==> src/rrsof_pkg.sv <==
// ----------------------------------------------------------------------------
// rrsof_pkg: shared definitions for the record ring with offset lookup
// Widths, ring geometry, payload types and small slot helpers.
// ----------------------------------------------------------------------------
package rrsof_pkg;

    localparam int RING_DEPTH   = 16;
    localparam int HANDLE_W     = 32;
    localparam int SIZE_W       = 16;
    localparam int POS_W        = 24;
    localparam int SLOT_FIELD_W = 4;

    localparam int SLOT_W  = $clog2(RING_DEPTH);
    localparam int CNT_W   = $clog2(RING_DEPTH + 1);
    localparam int SUM_W   = SIZE_W + SLOT_W;
    localparam int CMP_W   = (POS_W > SUM_W) ? POS_W : SUM_W;
    localparam int ENTRY_W = HANDLE_W + SIZE_W;

    typedef logic [SLOT_W-1:0]       slot_t;
    typedef logic [CNT_W-1:0]        cnt_t;
    typedef logic [HANDLE_W-1:0]     handle_t;
    typedef logic [SIZE_W-1:0]       rec_size_t;
    typedef logic [POS_W-1:0]        pos_t;
    typedef logic [SUM_W-1:0]        sum_t;
    typedef logic [SLOT_FIELD_W-1:0] slot_field_t;
    typedef logic [ENTRY_W-1:0]      entry_t;

    typedef enum logic {
        OP_ADD  = 1'b0,
        OP_FIND = 1'b1
    } op_t;

    // Control from the sequencer to the accumulate and compare unit.
    typedef struct packed {
        logic load;
        logic advance;
    } acc_ctrl_t;

    localparam slot_t LAST_SLOT = slot_t'(RING_DEPTH - 1);

    function automatic slot_t next_slot(input slot_t s);
        slot_t r;
        r = (s == LAST_SLOT) ? '0 : slot_t'(s + slot_t'(1));
        return r;
    endfunction

    // The reported slot keeps only the low bits that fit its field.
    function automatic slot_field_t to_slot_field(input slot_t s);
        logic [SLOT_W+SLOT_FIELD_W-1:0] wide;
        wide = {{SLOT_FIELD_W{1'b0}}, s};
        return wide[SLOT_FIELD_W-1:0];
    endfunction

endpackage

==> src/rrsof_if.sv <==
// ----------------------------------------------------------------------------
// rrsof_if: request and response channels
// Valid/ready channels; a beat moves at a clock edge with valid and ready high.
// ----------------------------------------------------------------------------
interface rrsof_req_if import rrsof_pkg::*; ();
    logic      valid;
    logic      ready;
    logic      op;
    handle_t   record_handle;
    rec_size_t record_size;
    pos_t      byte_position;

    modport source (
        output valid, op, record_handle, record_size, byte_position,
        input  ready
    );
    modport sink (
        input  valid, op, record_handle, record_size, byte_position,
        output ready
    );
endinterface

interface rrsof_rsp_if import rrsof_pkg::*; ();
    logic        valid;
    logic        ready;
    logic        found;
    slot_field_t slot;
    handle_t     found_handle;
    rec_size_t   offset_in_record;

    modport source (
        output valid, found, slot, found_handle, offset_in_record,
        input  ready
    );
    modport sink (
        input  valid, found, slot, found_handle, offset_in_record,
        output ready
    );
endinterface

==> src/rrsof_ram.sv <==
// ----------------------------------------------------------------------------
// rrsof_ram: generic single-write, single-read RAM
// One write port and one read port with registered read data.
// ----------------------------------------------------------------------------
module rrsof_ram #(
    parameter int WIDTH = 8,
    parameter int DEPTH = 16
) (
    input  logic                     clk,
    input  logic                     wr_en,
    input  logic [$clog2(DEPTH)-1:0] wr_addr,
    input  logic [WIDTH-1:0]         wr_data,
    input  logic                     rd_en,
    input  logic [$clog2(DEPTH)-1:0] rd_addr,
    output logic [WIDTH-1:0]         rd_data
);

    logic [WIDTH-1:0] mem [DEPTH];

    always_ff @(posedge clk)
    begin
        if (wr_en)
        begin
            mem[wr_addr] <= wr_data;
        end
        if (rd_en)
        begin
            rd_data <= mem[rd_addr];
        end
    end

endmodule

==> src/rrsof_accum.sv <==
// ----------------------------------------------------------------------------
// rrsof_accum: running byte count and offset compare
// Holds the searched position and the bytes before the current record, and
// decides whether the current record holds the position.
// ----------------------------------------------------------------------------
module rrsof_accum import rrsof_pkg::*; (
    input  logic      clk,
    input  logic      rst_n,
    input  acc_ctrl_t ctrl,
    input  pos_t      pos_in,
    input  rec_size_t size,
    output logic      hit,
    output rec_size_t offset
);

    pos_t             pos_reg;
    pos_t             pos_next;
    sum_t             before_reg;
    sum_t             before_next;
    logic [CMP_W-1:0] end_sum;
    logic [CMP_W-1:0] diff;

    assign end_sum = CMP_W'(before_reg) + CMP_W'(size);
    assign diff    = CMP_W'(pos_reg) - CMP_W'(before_reg);
    assign hit     = CMP_W'(pos_reg) < end_sum;
    assign offset  = diff[SIZE_W-1:0];

    always_comb
    begin
        pos_next    = pos_reg;
        before_next = before_reg;
        if (ctrl.load)
        begin
            pos_next    = pos_in;
            before_next = '0;
        end
        else if (ctrl.advance)
        begin
            before_next = end_sum[SUM_W-1:0];
        end
    end

    always_ff @(posedge clk or negedge rst_n)
    begin
        if (!rst_n)
        begin
            pos_reg    <= '0;
            before_reg <= '0;
        end
        else
        begin
            pos_reg    <= pos_next;
            before_reg <= before_next;
        end
    end

endmodule

==> src/ring_record_store_offset_find.sv <==
// ----------------------------------------------------------------------------
// ring_record_store_offset_find: overwriting record ring with offset lookup
// Stores handle/size records in a ring and finds the record holding an offset.
// ----------------------------------------------------------------------------
// An add beat writes the record at the write slot, and the oldest record is
// dropped once the ring is full; it gives no response. A find beat walks the
// stored records from oldest to newest, one record per cycle through the
// single read port of the record RAM; a find on an empty ring answers not
// found without a walk. The request channel is not ready during a walk, nor
// while an earlier response waits and is not taken.
// ----------------------------------------------------------------------------
module ring_record_store_offset_find import rrsof_pkg::*; (
    input  logic        clk,
    input  logic        rst_n,
    rrsof_req_if.sink   req,
    rrsof_rsp_if.source rsp
);

    typedef enum logic {
        S_IDLE,
        S_SCAN
    } state_t;

    state_t      state_reg;
    state_t      state_next;
    slot_t       write_slot_reg;
    slot_t       write_slot_next;
    slot_t       read_slot_reg;
    slot_t       read_slot_next;
    logic        full_reg;
    logic        full_next;
    slot_t       idx_reg;
    slot_t       idx_next;
    cnt_t        left_reg;
    cnt_t        left_next;
    logic        rsp_valid_reg;
    logic        rsp_valid_next;
    logic        found_reg;
    logic        found_next;
    slot_field_t slot_reg;
    slot_field_t slot_next;
    handle_t     handle_reg;
    handle_t     handle_next;
    rec_size_t   offset_reg;
    rec_size_t   offset_next;

    logic        accept;
    logic        add_go;
    logic        find_go;
    cnt_t        count;
    slot_t       ws_adv;
    slot_t       rs_adv;
    slot_t       rd_addr;
    entry_t      rd_data;
    acc_ctrl_t   acc_ctrl;
    logic        hit;
    rec_size_t   hit_offset;
    handle_t     rd_handle;
    rec_size_t   rd_size;

    assign req.ready = (state_reg == S_IDLE) && (!rsp_valid_reg || rsp.ready);
    assign accept    = req.valid && req.ready;
    assign add_go    = accept && (op_t'(req.op) == OP_ADD);
    assign find_go   = accept && (op_t'(req.op) == OP_FIND);

    assign ws_adv = next_slot(write_slot_reg);
    assign rs_adv = next_slot(read_slot_reg);

    always_comb
    begin
        if (full_reg)
        begin
            count = cnt_t'(RING_DEPTH);
        end
        else if (write_slot_reg >= read_slot_reg)
        begin
            count = cnt_t'(write_slot_reg) - cnt_t'(read_slot_reg);
        end
        else
        begin
            count = cnt_t'(write_slot_reg) + cnt_t'(RING_DEPTH) - cnt_t'(read_slot_reg);
        end
    end

    // While walking, the read for the following record is issued each cycle.
    assign rd_addr = (state_reg == S_SCAN) ? next_slot(idx_reg) : read_slot_reg;

    rrsof_ram #(
        .WIDTH (ENTRY_W),
        .DEPTH (RING_DEPTH)
    ) u_ram (
        .clk     (clk),
        .wr_en   (add_go),
        .wr_addr (write_slot_reg),
        .wr_data ({req.record_handle, req.record_size}),
        .rd_en   (1'b1),
        .rd_addr (rd_addr),
        .rd_data (rd_data)
    );

    assign rd_handle = rd_data[ENTRY_W-1:SIZE_W];
    assign rd_size   = rd_data[SIZE_W-1:0];

    assign acc_ctrl.load    = find_go;
    assign acc_ctrl.advance = (state_reg == S_SCAN) && !hit;

    rrsof_accum u_accum (
        .clk    (clk),
        .rst_n  (rst_n),
        .ctrl   (acc_ctrl),
        .pos_in (req.byte_position),
        .size   (rd_size),
        .hit    (hit),
        .offset (hit_offset)
    );

    always_comb
    begin
        state_next      = state_reg;
        write_slot_next = write_slot_reg;
        read_slot_next  = read_slot_reg;
        full_next       = full_reg;
        idx_next        = idx_reg;
        left_next       = left_reg;
        rsp_valid_next  = rsp_valid_reg && !rsp.ready;
        found_next      = found_reg;
        slot_next       = slot_reg;
        handle_next     = handle_reg;
        offset_next     = offset_reg;

        unique case (state_reg)
            S_IDLE:
            begin
                if (add_go)
                begin
                    write_slot_next = ws_adv;
                    if (full_reg)
                    begin
                        read_slot_next = rs_adv;
                    end
                    if (ws_adv == (full_reg ? rs_adv : read_slot_reg))
                    begin
                        full_next = 1'b1;
                    end
                end
                else if (find_go)
                begin
                    if (count == '0)
                    begin
                        rsp_valid_next = 1'b1;
                        found_next     = 1'b0;
                        slot_next      = '0;
                        handle_next    = '0;
                        offset_next    = '0;
                    end
                    else
                    begin
                        idx_next   = read_slot_reg;
                        left_next  = count;
                        state_next = S_SCAN;
                    end
                end
            end
            S_SCAN:
            begin
                if (hit)
                begin
                    rsp_valid_next = 1'b1;
                    found_next     = 1'b1;
                    slot_next      = to_slot_field(idx_reg);
                    handle_next    = rd_handle;
                    offset_next    = hit_offset;
                    state_next     = S_IDLE;
                end
                else if (left_reg == cnt_t'(1))
                begin
                    rsp_valid_next = 1'b1;
                    found_next     = 1'b0;
                    slot_next      = '0;
                    handle_next    = '0;
                    offset_next    = '0;
                    state_next     = S_IDLE;
                end
                else
                begin
                    idx_next  = next_slot(idx_reg);
                    left_next = left_reg - cnt_t'(1);
                end
            end
            default:
            begin
                state_next = S_IDLE;
            end
        endcase
    end

    always_ff @(posedge clk or negedge rst_n)
    begin
        if (!rst_n)
        begin
            state_reg      <= S_IDLE;
            write_slot_reg <= '0;
            read_slot_reg  <= '0;
            full_reg       <= 1'b0;
            idx_reg        <= '0;
            left_reg       <= '0;
            rsp_valid_reg  <= 1'b0;
            found_reg      <= 1'b0;
            slot_reg       <= '0;
            handle_reg     <= '0;
            offset_reg     <= '0;
        end
        else
        begin
            state_reg      <= state_next;
            write_slot_reg <= write_slot_next;
            read_slot_reg  <= read_slot_next;
            full_reg       <= full_next;
            idx_reg        <= idx_next;
            left_reg       <= left_next;
            rsp_valid_reg  <= rsp_valid_next;
            found_reg      <= found_next;
            slot_reg       <= slot_next;
            handle_reg     <= handle_next;
            offset_reg     <= offset_next;
        end
    end

    assign rsp.valid            = rsp_valid_reg;
    assign rsp.found            = found_reg;
    assign rsp.slot             = slot_reg;
    assign rsp.found_handle     = handle_reg;
    assign rsp.offset_in_record = offset_reg;

    // A full ring always has its write and read slots together.
    a_full_slots: assert property (@(posedge clk) disable iff (!rst_n)
        full_reg |-> (write_slot_reg == read_slot_reg))
        else $error("ring full with write and read slots apart");

    // Once full, the ring stays full until reset.
    a_full_sticky: assert property (@(posedge clk) disable iff (!rst_n)
        full_reg |=> full_reg)
        else $error("full flag cleared without reset");

    // A walk always has at least one record left to examine.
    a_scan_left: assert property (@(posedge clk) disable iff (!rst_n)
        (state_reg == S_SCAN) |-> (left_reg != '0))
        else $error("record walk with no records left");

    // A walk never runs while an earlier response is still pending.
    a_scan_out_free: assert property (@(posedge clk) disable iff (!rst_n)
        (state_reg == S_SCAN) |-> !rsp_valid_reg)
        else $error("record walk while a response waits");

    // A not-found response carries all-zero fields.
    a_miss_zero: assert property (@(posedge clk) disable iff (!rst_n)
        (rsp_valid_reg && !found_reg) |->
            (slot_reg == '0 && handle_reg == '0 && offset_reg == '0))
        else $error("not-found response with nonzero fields");

endmodule
==> src/flat_wrapper.sv <==
// flat-port wrapper written by rule: the top's interface ports become plain ports
module ring_record_store_offset_find_flat import rrsof_pkg::*;
  (clk, rst_n, req_valid, req_op, req_record_handle, req_record_size, req_byte_position, req_ready, rsp_valid, rsp_found, rsp_slot, rsp_found_handle, rsp_offset_in_record, rsp_ready);
  rrsof_req_if req_i ();
  rrsof_rsp_if rsp_i ();
  input  logic clk;
  input  logic rst_n;
  input wire logic [$bits(req_i.valid)-1:0] req_valid;
  input wire logic [$bits(req_i.op)-1:0] req_op;
  input wire logic [$bits(req_i.record_handle)-1:0] req_record_handle;
  input wire logic [$bits(req_i.record_size)-1:0] req_record_size;
  input wire logic [$bits(req_i.byte_position)-1:0] req_byte_position;
  output wire logic [$bits(req_i.ready)-1:0] req_ready;
  output wire logic [$bits(rsp_i.valid)-1:0] rsp_valid;
  output wire logic [$bits(rsp_i.found)-1:0] rsp_found;
  output wire logic [$bits(rsp_i.slot)-1:0] rsp_slot;
  output wire logic [$bits(rsp_i.found_handle)-1:0] rsp_found_handle;
  output wire logic [$bits(rsp_i.offset_in_record)-1:0] rsp_offset_in_record;
  input wire logic [$bits(rsp_i.ready)-1:0] rsp_ready;
  assign req_i.valid = req_valid;
  assign req_i.op = req_op;
  assign req_i.record_handle = req_record_handle;
  assign req_i.record_size = req_record_size;
  assign req_i.byte_position = req_byte_position;
  assign req_ready = req_i.ready;
  assign rsp_valid = rsp_i.valid;
  assign rsp_found = rsp_i.found;
  assign rsp_slot = rsp_i.slot;
  assign rsp_found_handle = rsp_i.found_handle;
  assign rsp_offset_in_record = rsp_i.offset_in_record;
  assign rsp_i.ready = rsp_ready;
  ring_record_store_offset_find u_core (.clk(clk), .rst_n(rst_n), .req(req_i), .rsp(rsp_i));
endmodule
==> config.mk <==
export PLATFORM = sky130hd
export DESIGN_NAME = ring_record_store_offset_find_flat
export DESIGN_NICKNAME = d
export VERILOG_FILES = /design/src/rrsof_pkg.sv /design/src/rrsof_if.sv /design/src/rrsof_ram.sv /design/src/rrsof_accum.sv /design/src/ring_record_store_offset_find.sv /design/src/flat_wrapper.sv
export SDC_FILE = /design/constraint.sdc
export NUM_CORES = 1
export LEC_CHECK = 0
export CORE_MARGIN = 3
export CORE_UTILIZATION = 35
export DETAILED_ROUTE_END_ITERATION = 6
export DONT_BUFFER_PORTS = 1
export SYNTH_ARGS = -nofsm -noshare
export SYNTH_HDL_FRONTEND = slang
export SYNTH_SLANG_ARGS = --single-unit
==> constraint.sdc <==
create_clock -name clk -period 5.6 [get_ports clk]
set_input_delay 1.68 -clock clk [delete_from_list [all_inputs] [get_ports clk]]
set_output_delay 1.68 -clock clk [all_outputs]
set_load 0.03 [all_outputs]
======== After elaboration in Yosys (flattened, before gate mapping) ========
Memories as Yosys holds them, arrays and structs flattened. A register that Yosys moved wholly into a read port is not among the register bits.
Index checks and enable logic that the tools add are counted.
word-level totals
  flip-flop bits (word level) ............. 117
  memory bits (writable) .................. 768
  output and inout bits ................... 55
  memories ................................ 1
operators by class
  add/sub/neg operators ................... 9
  order comparisons ....................... 2
  eq/ne operators ......................... 12
  multiplexer cells ....................... 59
  bitwise gates (word level) .............. 2
  reductions and logical operators ........ 16
memories
  name              depth  width  read ports  clocked after Yosys merged registers in  wr ports  RTL line         text
  u_core.u_ram.mem  16     48     1           1                                        1         rrsof_ram.sv:18  logic [WIDTH-1:0] mem [DEPTH];
operators by type and width
  operator               number
  $mux W32               5
  $mux W16               5
  $pmux W32 S2           1
  $mux W4                15
  $mux W20               2
  $mux W5                7
  $pmux W16 S2           1
  $lt A24 B21 Y1         1
  $add A20 B16 Y21       1
  $mux W1                17
  $pmux W4 S2            2
  $sub A16 B16 Y16       1
  $add A4 B1 Y4 const B  3
  $eq A4 B4 Y1 const B   3
  $ne A2 B2 Y1 const B   5
  $pmux W5 S2            1
  $logic_and A1 B1 Y1    6
  $pmux W1 S2            3
  $add A4 B5 Y5 const B  1
  $eq A5 B1 Y1 const B   1
  $logic_not A5 Y1       1
  $reduce_and A5 Y1      1
  $sub A4 B4 Y5          1
  $sub A5 B1 Y5 const B  1
  other kinds (12)       15

======== Depth between registers and ports, before layout ========
Gate-level depths: netlist of the first run.
  word-level depth ........................ 9
  gate-level depth with buffers ........... 18
  gate-level depth less buffers ........... 16

======== By module ========
A second synthesis of the first run with hierarchy kept.
second synthesis, totals
  cells, all modules ...................... 1971
  area, all modules ....................... 37548.5 µm²
modules (own cells, without submodules)
  module                         times used  cells each  area an instance (µm²)  seq. area each (µm²)
  rrsof_ram                      1           1242        30171.4                 24503.5
  rrsof_accum                    1           455         4053.9                  1101.1
  ring_record_store_offset_find  1           274         3323.2                  1826.8

======== Worst setup path before layout of the first run ========
No wires, ideal clock.
  path kind ............................... input to register
  start point ............................. in rsp_ready
  end point ............................... mem u_core.u_ram.mem[3][0] (netlist name) (enable)
  arrival ................................. 6.207 ns
  data required time ...................... 5.087 ns
  slack ................................... -1.120 ns
  cell stages on the path ................. 6
  buffers on the path ..................... 0
  cells stage by stage .................... inv_1 -> a21oi_1 -> nand2_1 -> nor2_1 -> nand2_1 -> nor3_1
between the ends
  word-level cells in the longest chain between the ends .. 6
ends and longest elaborated chain
  element                        RTL line                             text
  start, declared                flat_wrapper.sv:19                   input wire logic [$bits(rsp_i.ready)-1:0] rsp_ready;
  $logic_or A1 B1 Y1             ring_record_store_offset_find.sv:61  assign req.ready = (state_reg == S_IDLE) && (!rsp_valid_reg || rsp.ready);
  $logic_and A1 B1 Y1            ring_record_store_offset_find.sv:61
  net req_ready                  flat_wrapper.sv:13                   output wire logic [$bits(req_i.ready)-1:0] req_ready;
  $logic_and A1 B1 Y1            ring_record_store_offset_find.sv:62  assign accept = req.valid && req.ready;
  $logic_and A1 B1 Y1            ring_record_store_offset_find.sv:63  assign add_go = accept && (op_t'(req.op) == OP_ADD);
  $mux W1                        rrsof_ram.sv:22                      if (wr_en)
  $mux W1 (not written as such)  rrsof_ram.sv:24                      mem[wr_addr] <= wr_data;
  end, declared                  rrsof_ram.sv:18
The timed path passes the listed nets, and every way through them passes these cells.

======== Final worst setup path of the first run ========
  start point ............................. reg u_core.u_accum.before_reg[1]
  end point ............................... reg u_core.handle_reg[29] (netlist: u_core.rsp.found_handle[29])
between the ends
  word-level cells in the longest chain between the ends .. 4
ends and longest elaborated chain
  element                                                      RTL line                              text
  start, declared                                              rrsof_accum.sv:18                     sum_t before_reg;
  start signal, assigned                                       rrsof_accum.sv:53                     before_reg <= before_next;
  $add A20 B16 Y21 (*)                                         rrsof_accum.sv:23                     assign end_sum = CMP_W'(before_reg) + CMP_W'(size);
  $lt A24 B21 Y1 (*)                                           rrsof_accum.sv:25                     assign hit = CMP_W'(pos_reg) < end_sum;
  $ne A3 B3 Y1 (no line) or $mux W32 (tied branches)           --
  $reduce_and A4 Y1 (no line) or $pmux W32 S2 (tied branches)  --
  end signal, assigned                                         ring_record_store_offset_find.sv:224  handle_reg <= handle_next;
  end, declared                                                ring_record_store_offset_find.sv:42   handle_t handle_reg;
Every way passes the cells marked *; elsewhere a longest branch is shown, timed or not.
A chain may end at the register's enable or synchronous reset.

==> results.cfg, run 1 <==
[global_route]
antenna_found_initial = 2
grt_overflow = 0
grt_max_degree = 145
grt_pass1_vias = 21661
grtUsageTotal_pct = 16.22
grt_pass1_wl_um = 137800

[timing]
finalSetupViolations = 0
fmax_ghz = 0.2024
rsz0062_at_grt = no
min_period_ns = 4.941
tns_ns = 0
drv_slew = 0
hold_violations = 0
setup_slack_ns = 0.6592
worst_pin_slew_ns = 1.019
min_period_over_period_pct = 88.23
slew_headroom_pct = 32.07
skew_ns = 0.04827

[cells_and_area]
layout.nets = 2583
regMostFlops = u_core.u_ram.mem
fill_cells = 9406
largest_reg_flops = 768
finalNonFillerCells = 3908
syn2layout_area_growth_pct = 13.33
fin_util_pct = 40.22
drive_gt1_share_pct = 13.12
multi_input_area_um2 = 10090
seqCellArea_um2 = 26950
final_cell_area_um2 = 42580

[yosys]
synth_area_um2 = 37570
yosysUniqueCellTypes = 66
synth-seq-cells = 933
avgSynthCellArea_um2 = 15.55
syn_inst = 2416
ys_warn_count = 0
synth_edf_count = 768
ys.flop_type = edfxtp_1
syn-num-nets = 2559
async_flop_share_pct = 12.54
ys_seq_area_share_pct = 71.73

[critical_path]
path_cells = ha_1, a211oi_1, o21bai_1, o211ai_1, a21boi_0, o21a_1, or2_2, ha_1, nand3_1, nor4_1, and2_1, a211oi_2, a21oi_4, buf_4, a22o_1
crit_path_end_kind = flip-flop
worst-setup-path-type = reg2reg
cp.required_ns = 6.18
crit_fanout = 34
cp_num_buf_inv = 1
path_common_cell = ha_1
ff2ff_setup_slack_ns = 0.66
cp_slowest_cell = a21oi_4
max_stage_delay_ns = 0.56
cp-start-kind = flip-flop
arrival_ns = 5.52
crit_family = compound AO/OA/AOI/OAI gates

[route]
highest_layer = met5
vias = 21190
route.met3.wl_um = 7481
avgRoutedWirePerCell_um = 23.53
routed_wl_um = 91950
drcViolationCount = 0
ant_nets = 0
firstDrtPassIters = 5
first_iter_violations = 1691
routed-wl-met2_um = 43570
viasPerCell = 5.422
wl_met1_um = 38720

[cts]
post-cts-setup-buffer-count = 0
clkLatencyLatePin_ns = 0.66
ctsResizeCount = 0
clock_path_buffers = 3
htree_levels = 3
ctsRootBufferMaster = clkbuf_16
cts-buffers-inserted = 95
path_clk_slew_ns = 0.06
ctsHoldBuffers = 0
cts.sinks = 933
tritoncts = yes

[placement]
gp_congestion = 0.7922
dp_hpwl_um = 51670
dp_slack_ns = 0.6543
portBuffers = 0
placed_area_um2 = 39540
dp_cells = 3734

[die]
initial_utilization_pct = 35.49
core-area_um2 = 105900
num_io_pins = 132
rows = 119
die_h_um = 333.6
fp.dieW_um = 333.6
dieArea_um2 = 111300

[power]
power.leakage_nw = 14.87
irDropWorstVdd_mv = 0.5735
power.density_nw_per_um2 = 601.6

[job]
max_cap_viol_count = 0

[run_status]
outcome = completed

[min_path]
hold_path_class = reg2reg
==> through the flow <==
stage | power [mW] | hold WS, ns
floorplan | 16.57 | 0.4327
global placement | 19.40 | 0.4364
detailed placement | 19.64 | 0.4436
CTS | 25.84 | 0.4558
global route | 27.09 | 0.4639
finish | 25.62 | 0.4536
==> Yosys cell counts (48+ instances only) <==
master / n / share of area, %
edfxtp_1: 768 / 61
nand2_1: 439 / 4.4
dfrtp_1: 117 / 7.8
mux2i_1: 105 / 2.8
mux4_2: 96 / 5.8
o21ai_0: 92 / 1.2
clkbuf_1: 72 / 0.72
ha_1: 63 / 2.1
nand4_1: 56 / 0.93
a22o_1: 51 / 1.2
o2111ai_1: 49 / 1.1
a32oi_1: 48 / 1.1
dfxtp_1: 48 / 2.6
==> power by group <==
part	switching [mW]	leakage [nW]	total [mW]	internal (mW)
clock	2.63	1.48	6.14	3.51
combinational	6.29	4.60	10.3	3.99
sequential	0.895	8.79	9.20	8.31
total	9.82	14.9	25.6	15.8
==> cells in the final DEF (no fill, tap or decap), types with 6 or more instances in the layout <==
master and n:
inv_1 37, dfrtp_1 117, a31oi_1 8, nor2b_1 6, nand2b_1 7, mux2i_1 105
a211o_1 6, ha_1 63, o21a_1 9, xor2_1 18, nand3_1 30, o21bai_1 7
edfxtp_1 768, a21oi_1 37, nor2_1 32, nor3_1 13, buf_12 13, clkinv_2 16
o21ai_0 92, clkbuf_1 20, nand4_1 56, nand2_1 439, and3_1 9, nor2_4 12
o2111ai_1 49, a22o_1 51, buf_4 47, clkinv_1 17, mux4_2 96, xnor2_1 20
clkbuf_16 100, a32oi_1 48, dfxtp_1 48, a21o_1 8, a211oi_1 9
==> metal layers <==
| layer | GRT usage (%) | vias to the layer above |
|---|---|---|
| li1 | - | 9401 |
| met1 | 21.35 | 10876 |
| met2 | 26.45 | 761 |
| met3 | 4.282 | 150 |
| met4 | 4.785 | 2 |
| met5 | 0 | - |
==> worst paths after layout <==
path,start,end,depth (start not counted)
worst min-delay path,u_core.u_ram.rd_data[35],u_core.rsp.found_handle[19],1
worst min register to register,u_core.u_ram.rd_data[35],u_core.rsp.found_handle[19],1
max in group asynchronous,rst_n,u_core.rsp.found_handle[23],0
worst max register to register,u_core.u_accum.before_reg[1],u_core.rsp.found_handle[29],15
min in group asynchronous,rst_n,u_core.rsp.found_handle[28],0
worst max-delay path,u_core.u_accum.before_reg[1],u_core.rsp.found_handle[29],15
==> cells by family after synthesis <==
family                   Yosys count  share of synthesized area (%)
AO/OA/AOI/OAI                    367                          7.103
buffers and inverters            170                          2.035
flip-flops                       933                          71.73
adder cells (fa/ha/maj)           66                          2.258
multiplexers                     205                          8.691
AND/OR/NAND/NOR                  637                          7.299
XOR/XNOR                          38                         0.8858
==> cell type report <==
type,instances,area share [%]
clock buffer,124,6.182
clock inverter,48,0.9579
tap,1391,4.087
antenna,2,0.01175
multi-input combinational,1313,23.70
sequential,933,63.29
inverter,37,0.3262
timing repair buffer,60,1.440
Note: power is estimated with default switching activity, not from simulation.
==> run 2, diff against run 1 <==
--- a/config.mk
+++ b/config.mk
@@ -6,8 +6,9 @@
 export NUM_CORES = 1
 export LEC_CHECK = 0
-export CORE_MARGIN = 3
+export CORE_MARGIN = 10
 export CORE_UTILIZATION = 35
 export DETAILED_ROUTE_END_ITERATION = 6
 export DONT_BUFFER_PORTS = 1
+export SLEW_MARGIN = 15
 export SYNTH_ARGS = -nofsm -noshare
 export SYNTH_HDL_FRONTEND = slang
==> constraint.sdc (replaced) <==
create_clock -name clk -period 5.6 [get_ports clk]
set_input_delay 0.28 -clock clk [delete_from_list [all_inputs] [get_ports clk]]
set_output_delay 0.28 -clock clk [all_outputs]
set_load 0.03 [all_outputs]
==> run 2 against run 1 <==
Utilization up 0.27 points. Combinational power barely moved. Clock power increased by 2%. Sequential power hardly changed. Register-to-register slack got worse by 0.03 ns. Clock-buffer cell count rose by 1. Cell count up 1.9%. Critical path depth did not move. Global-route usage down 1.6 points. First-iteration DRC count increased by 4.3%. Final area increased by 1.7%. Via count increased by 0.22%. Critical path type unchanged. Largest cell class unchanged.
==> results.cfg, run 2 (synthesized netlist as in run 1, its figures left out) <==
[timing]
skew_ns = 0.03384
worst_pin_slew_ns = 1.108
drv_slew = 0
fmax_ghz = 0.2012
min_period_ns = 4.970
setup_slack_ns = 0.6296
min_period_over_period_pct = 88.76
hold_violations = 0
slew_headroom_pct = 26.12
finalSetupViolations = 0
tns_ns = 0
rsz0062_at_grt = no

[placement]
placed_area_um2 = 39420
dp_cells = 3725
portBuffers = 0
dp_slack_ns = 0.7180
gp_congestion = 0.7946
dp_hpwl_um = 50910

[cts]
htree_levels = 3
cts-buffers-inserted = 96
tritoncts = yes
ctsResizeCount = 0
cts.sinks = 933
clkLatencyLatePin_ns = 0.67
path_clk_slew_ns = 0.06
clock_path_buffers = 3
ctsRootBufferMaster = clkbuf_16

[route]
drcViolationCount = 0
vias = 21237
viasPerCell = 5.335
avgRoutedWirePerCell_um = 22.83
firstDrtPassIters = 5
ant_nets = 0
first_iter_violations = 1764
routed_wl_um = 90900

[power]
power.leakage_nw = 15.10
power.net_switching_mw = 9.830
power_frac_comb_pct = 39.9
clockPowerShare_pct = 24.3
p_int_mw = 15.88
swShare_pct = 38.23
power_frac_seq_pct = 35.8
totalPowerFinal_mw = 25.71
irDropWorstVdd_mv = 0.6334
power.density_nw_per_um2 = 593.9

[critical_path]
r2r_end = u_core.rsp.found_handle[25]
arrival_ns = 5.57
crit_family = compound AO/OA/AOI/OAI gates
cp-start-kind = flip-flop
path_common_cell = ha_1
ff2ff_setup_slack_ns = 0.63
crit_fanout = 34
max_stage_delay_ns = 0.56
cp_num_buf_inv = 1
cp_slowest_cell = a21oi_4
worst-setup-path-type = reg2reg
cp.required_ns = 6.20
crit_path_end_kind = flip-flop
rr_startpoint = u_core.u_accum.before_reg[1]
rr_worst_depth = 15
path_cells = ha_1, a211oi_1, o21bai_1, o211ai_1, a21boi_0, o21a_1, or2_2, ha_1, nand3_1, nor4_1, and2_1, a211oi_2, a21oi_4, buf_4, a22o_1

[min_path]
hold_path_class = in2reg
min_from = req_op
min_to = u_core.write_slot_reg[0]
hold_path_depth = 4

[die]
initial_utilization_pct = 35.15
fp.dieW_um = 347.6
dieArea_um2 = 120900
num_io_pins = 132
die_h_um = 347.6
rows = 120
core-area_um2 = 106900

[job]
max_cap_viol_count = 0

[global_route]
grtUsageTotal_pct = 14.66
grtUsageMet3_pct = 3.768
antenna_found_initial = 10
grt_overflow = 0
globalRouteMet2Util_pct = 23.94
grt_use_met1_pct = 19.27
grt.busiest_layer = met2
grt_pass1_wl_um = 136900
grt_max_degree = 137
grt_pass1_vias = 21450

[cells_and_area]
layout.nets = 2638
final_common_cell = edfxtp_1
layout_common_cells = edfxtp_1, nand2_1, dfrtp_1
regMostFlops = u_core.u_ram.mem
largest_reg_flops = 768
final_cell_area_um2 = 43290
drive_gt1_share_pct = 11.93
finalNonFillerCells = 3981
syn2layout_area_growth_pct = 15.22

[run_status]
outcome = completed
## run 2: metal layers
metal / vias up / wire length [um]
met1: 10901 / 38770
met5: - / 58
met3: 148 / 6757
met4: 8 / 1916
met2: 656 / 43400
li1: 9524 / -
## run 2: power groups by stage
stage / clock network, mW / registers, mW / logic (mW)
after floorplan: 0 / 9.04 / 7.52
after global placement: 0 / 9.32 / 9.96
after detailed placement: 0 / 9.34 / 10.2
after CTS: 6.38 / 9.21 / 10.4
after global routing: 6.65 / 9.29 / 11.3
final: 6.24 / 9.21 / 10.3
## run 2: worst register-to-register path, cell delays in order, from the launching register on
cell	delay, ns
dfrtp_1	0.40
ha_1	0.32
a211oi_1	0.27
o21bai_1	0.17
o211ai_1	0.50
a21boi_0	0.23
o21a_1	0.23
or2_2	0.30
ha_1	0.35
nand3_1	0.09
nor4_1	0.37
and2_1	0.20
a211oi_2	0.11
a21oi_4	0.56
buf_4	0.54
a22o_1	0.28
## run 2: worst max-delay path by stage
stage                                      start                           to  slack [ns]  cells after the start
floorplan                       u_core.rsp.valid       u_core.u_ram.mem[3][0]        0.06                      5
global route        u_core.u_accum.before_reg[1]  u_core.rsp.found_handle[26]        0.37                     15
finish              u_core.u_accum.before_reg[1]  u_core.rsp.found_handle[25]        0.63                     15
CTS                 u_core.u_accum.before_reg[1]  u_core.rsp.found_handle[26]        0.71                     15
detailed placement  u_core.u_accum.before_reg[1]  u_core.rsp.found_handle[26]        0.72                     15
global placement    u_core.u_accum.before_reg[1]  u_core.rsp.found_handle[23]        0.93                     15
## run 2: area by class of cell
type	count	area, um2
diodes	5	12.51
repair buffers	114	1274
multi-input cells	1313	10070
clock inverters	51	521.8
flip-flops and latches	933	26950
well taps	1403	1755
inverters	37	138.9
clock buffers	125	2572
fillers	9593	63610
## run 2: timing repair
action                                 CTS  global route
endpoints found under the hold margin  910             0
buffers inserted                         0             0
hold buffers                            75             0
## run 2: stage by stage
step | hold WS [ns] | util [%]
2_1_floorplan | -0.01559 | -
3_3_place_gp | -0.00002914 | 36.87
3_5_place_dp | -0.0008219 | 36.87
4_1_cts | 0.0005762 | 40.49
5_1_grt | 0.03283 | 40.49
6_report | 0.04154 | 40.50
==> run 3, diff against run 2 <==
CORE_MARGIN = 2   (was 10)
==> run 3 against run 2 <==
Setup slack gained 0.019 ns. Utilization increased by 0.15 points. Die area shrank 9.0%. Global-route usage increased by 1.6 points. Wire length rose by 0.19%. Critical path depth stayed put. Flip-flop and latch count unchanged.
==> results.cfg, run 3 (synthesized netlist as in run 1, its figures left out) <==
[critical_path]
crit_fanout = 34
cp.required_ns = 6.20
path_cells = ha_1, a211oi_1, o21bai_1, o211ai_1, a21boi_0, o21a_1, or2_2, ha_1, nand3_1, nor4_1, and2_1, a211oi_2, a21oi_4, buf_4, a22o_1
arrival_ns = 5.55
rr_startpoint = u_core.u_accum.before_reg[1]
cp_slowest_cell = a21oi_4
worst-setup-path-type = reg2reg
crit_family = compound AO/OA/AOI/OAI gates
r2r_end = u_core.rsp.slot[1]
max_stage_delay_ns = 0.57
crit_path_end_kind = flip-flop
path_common_cell = ha_1
cp_num_buf_inv = 1
cp-start-kind = flip-flop
ff2ff_setup_slack_ns = 0.65
rr_worst_depth = 15

[global_route]
grt_pass1_wl_um = 136900
grt_pass1_vias = 21961
grt_max_degree = 118
grtUsageTotal_pct = 16.21
antenna_found_initial = 9
grt_overflow = 0

[die]
fp.dieW_um = 331.6
die_h_um = 331.6
rows = 120
core-area_um2 = 106800
initial_utilization_pct = 35.20
dieArea_um2 = 110000
num_io_pins = 132

[cts]
clkLatencyLatePin_ns = 0.68
cts-buffers-inserted = 94
cts.sinks = 933
ctsResizeCount = 0
htree_levels = 3
ctsRootBufferMaster = clkbuf_16
tritoncts = yes
path_clk_slew_ns = 0.06
clock_path_buffers = 3

[cells_and_area]
layout_common_cells = edfxtp_1, nand2_1, dfrtp_1
largest_reg_flops = 768
fin_util_pct = 40.65
syn2layout_area_growth_pct = 15.50
drive_gt1_share_pct = 12.75
final_common_cell = edfxtp_1
layout.nets = 2644
regMostFlops = u_core.u_ram.mem

[power]
totalPowerFinal_mw = 25.91
power.density_nw_per_um2 = 597.0
power.leakage_nw = 15.19
irDropWorstVdd_mv = 0.7094

[run_status]
outcome = completed

[route]
drcViolationCount = 0
avgRoutedWirePerCell_um = 22.84
vias = 21403
first_iter_violations = 1738
firstDrtPassIters = 7
routed_wl_um = 91080
ant_nets = 0
viasPerCell = 5.367

[placement]
dp_slack_ns = 0.7554
gp_congestion = 0.7800
portBuffers = 0
dp_hpwl_um = 51480

[timing]
skew_ns = 0.07086
tns_ns = 0
fmax_ghz = 0.2020
finalSetupViolations = 0
hold_ws_ns = 0.05110
hold_violations = 0
drv_slew = 0
setup_slack_ns = 0.6489
slew_headroom_pct = 27.45
min_period_over_period_pct = 88.41
worst_pin_slew_ns = 1.073
min_period_ns = 4.951
rsz0062_at_grt = no

[min_path]
min_from = req_op
hold_path_depth = 3
hold_path_class = in2reg
min_to = u_core.read_slot_reg[0]

[job]
max_cap_viol_count = 0
## run 3: cell count changes in the layout (fill, tap and decap cells not counted), moves of 2 or more
cell	previous run	this run
clkinv_1	20	6
buf_4	22	31
clkbuf_8	4	12
clkinv_2	12	17
clkinv_8	0	4
bufinv_16	7	5
clkbuf_4	0	2
clkinvlp_4	5	3
## run 3: through the flow
step	cell area (um2)	cells
after detailed placement	39470	3733
after global routing	43390	3985
final	43400	3988
after global placement	39470	3733
after floorplan	37570	2416
after CTS	43390	3984
## run 3: worst max path at each step
stage,endpoint,cells past startpoint,startpoint
finish,u_core.rsp.slot[1],15,u_core.u_accum.before_reg[1]
global route,u_core.rsp.slot[1],15,u_core.u_accum.before_reg[1]
CTS,u_core.rsp.found_handle[9],15,u_core.u_accum.before_reg[1]
detailed placement,u_core.rsp.found_handle[16],15,u_core.u_accum.before_reg[1]
global placement,u_core.rsp.found_handle[18],15,u_core.u_accum.before_reg[1]
floorplan,u_core.u_ram.mem[3][0],5,u_core.rsp.valid
## run 3: final cells by class
cell class,instances,area (um2)
Clock buffer,136,2723
Multi-Input combinational cell,1313,10070
Fill cell,9450,63360
Inverter,37,138.9
Sequential cell,933,26950
Antenna cell,4,10.01
Clock inverter,40,429.2
Timing Repair Buffer,122,1321
Tap cell,1403,1755
## run 3: per-layer routing
metal	GRT usage, %	vias up	wire length [um]	part of all wire [%]
met5	0	-	80	0.088
met2	26.64	680	43600	48
met3	3.543	149	5806	6.4
met1	21.70	11046	39630	44
li1	-	9514	-	-
met4	4.459	14	1957	2.1
## run 3: where the power goes
part / internal [mW] / total [mW] / switching [mW]
clock: 3.64 / 6.31 / 2.67
combinational: 4.03 / 10.4 / 6.39
sequential: 8.30 / 9.18 / 0.871
total: 16.0 / 25.9 / 9.93
## run 3: timing repair
item,in CTS,in global routing
buffers inserted,0,0
hold buffers,75,0
endpoints found under the hold margin,910,0
## run 3: tightest hold or removal path: stages
cell	delay [ns]
nor2_1	0.03
buf_4	0.20
a21oi_1	0.14
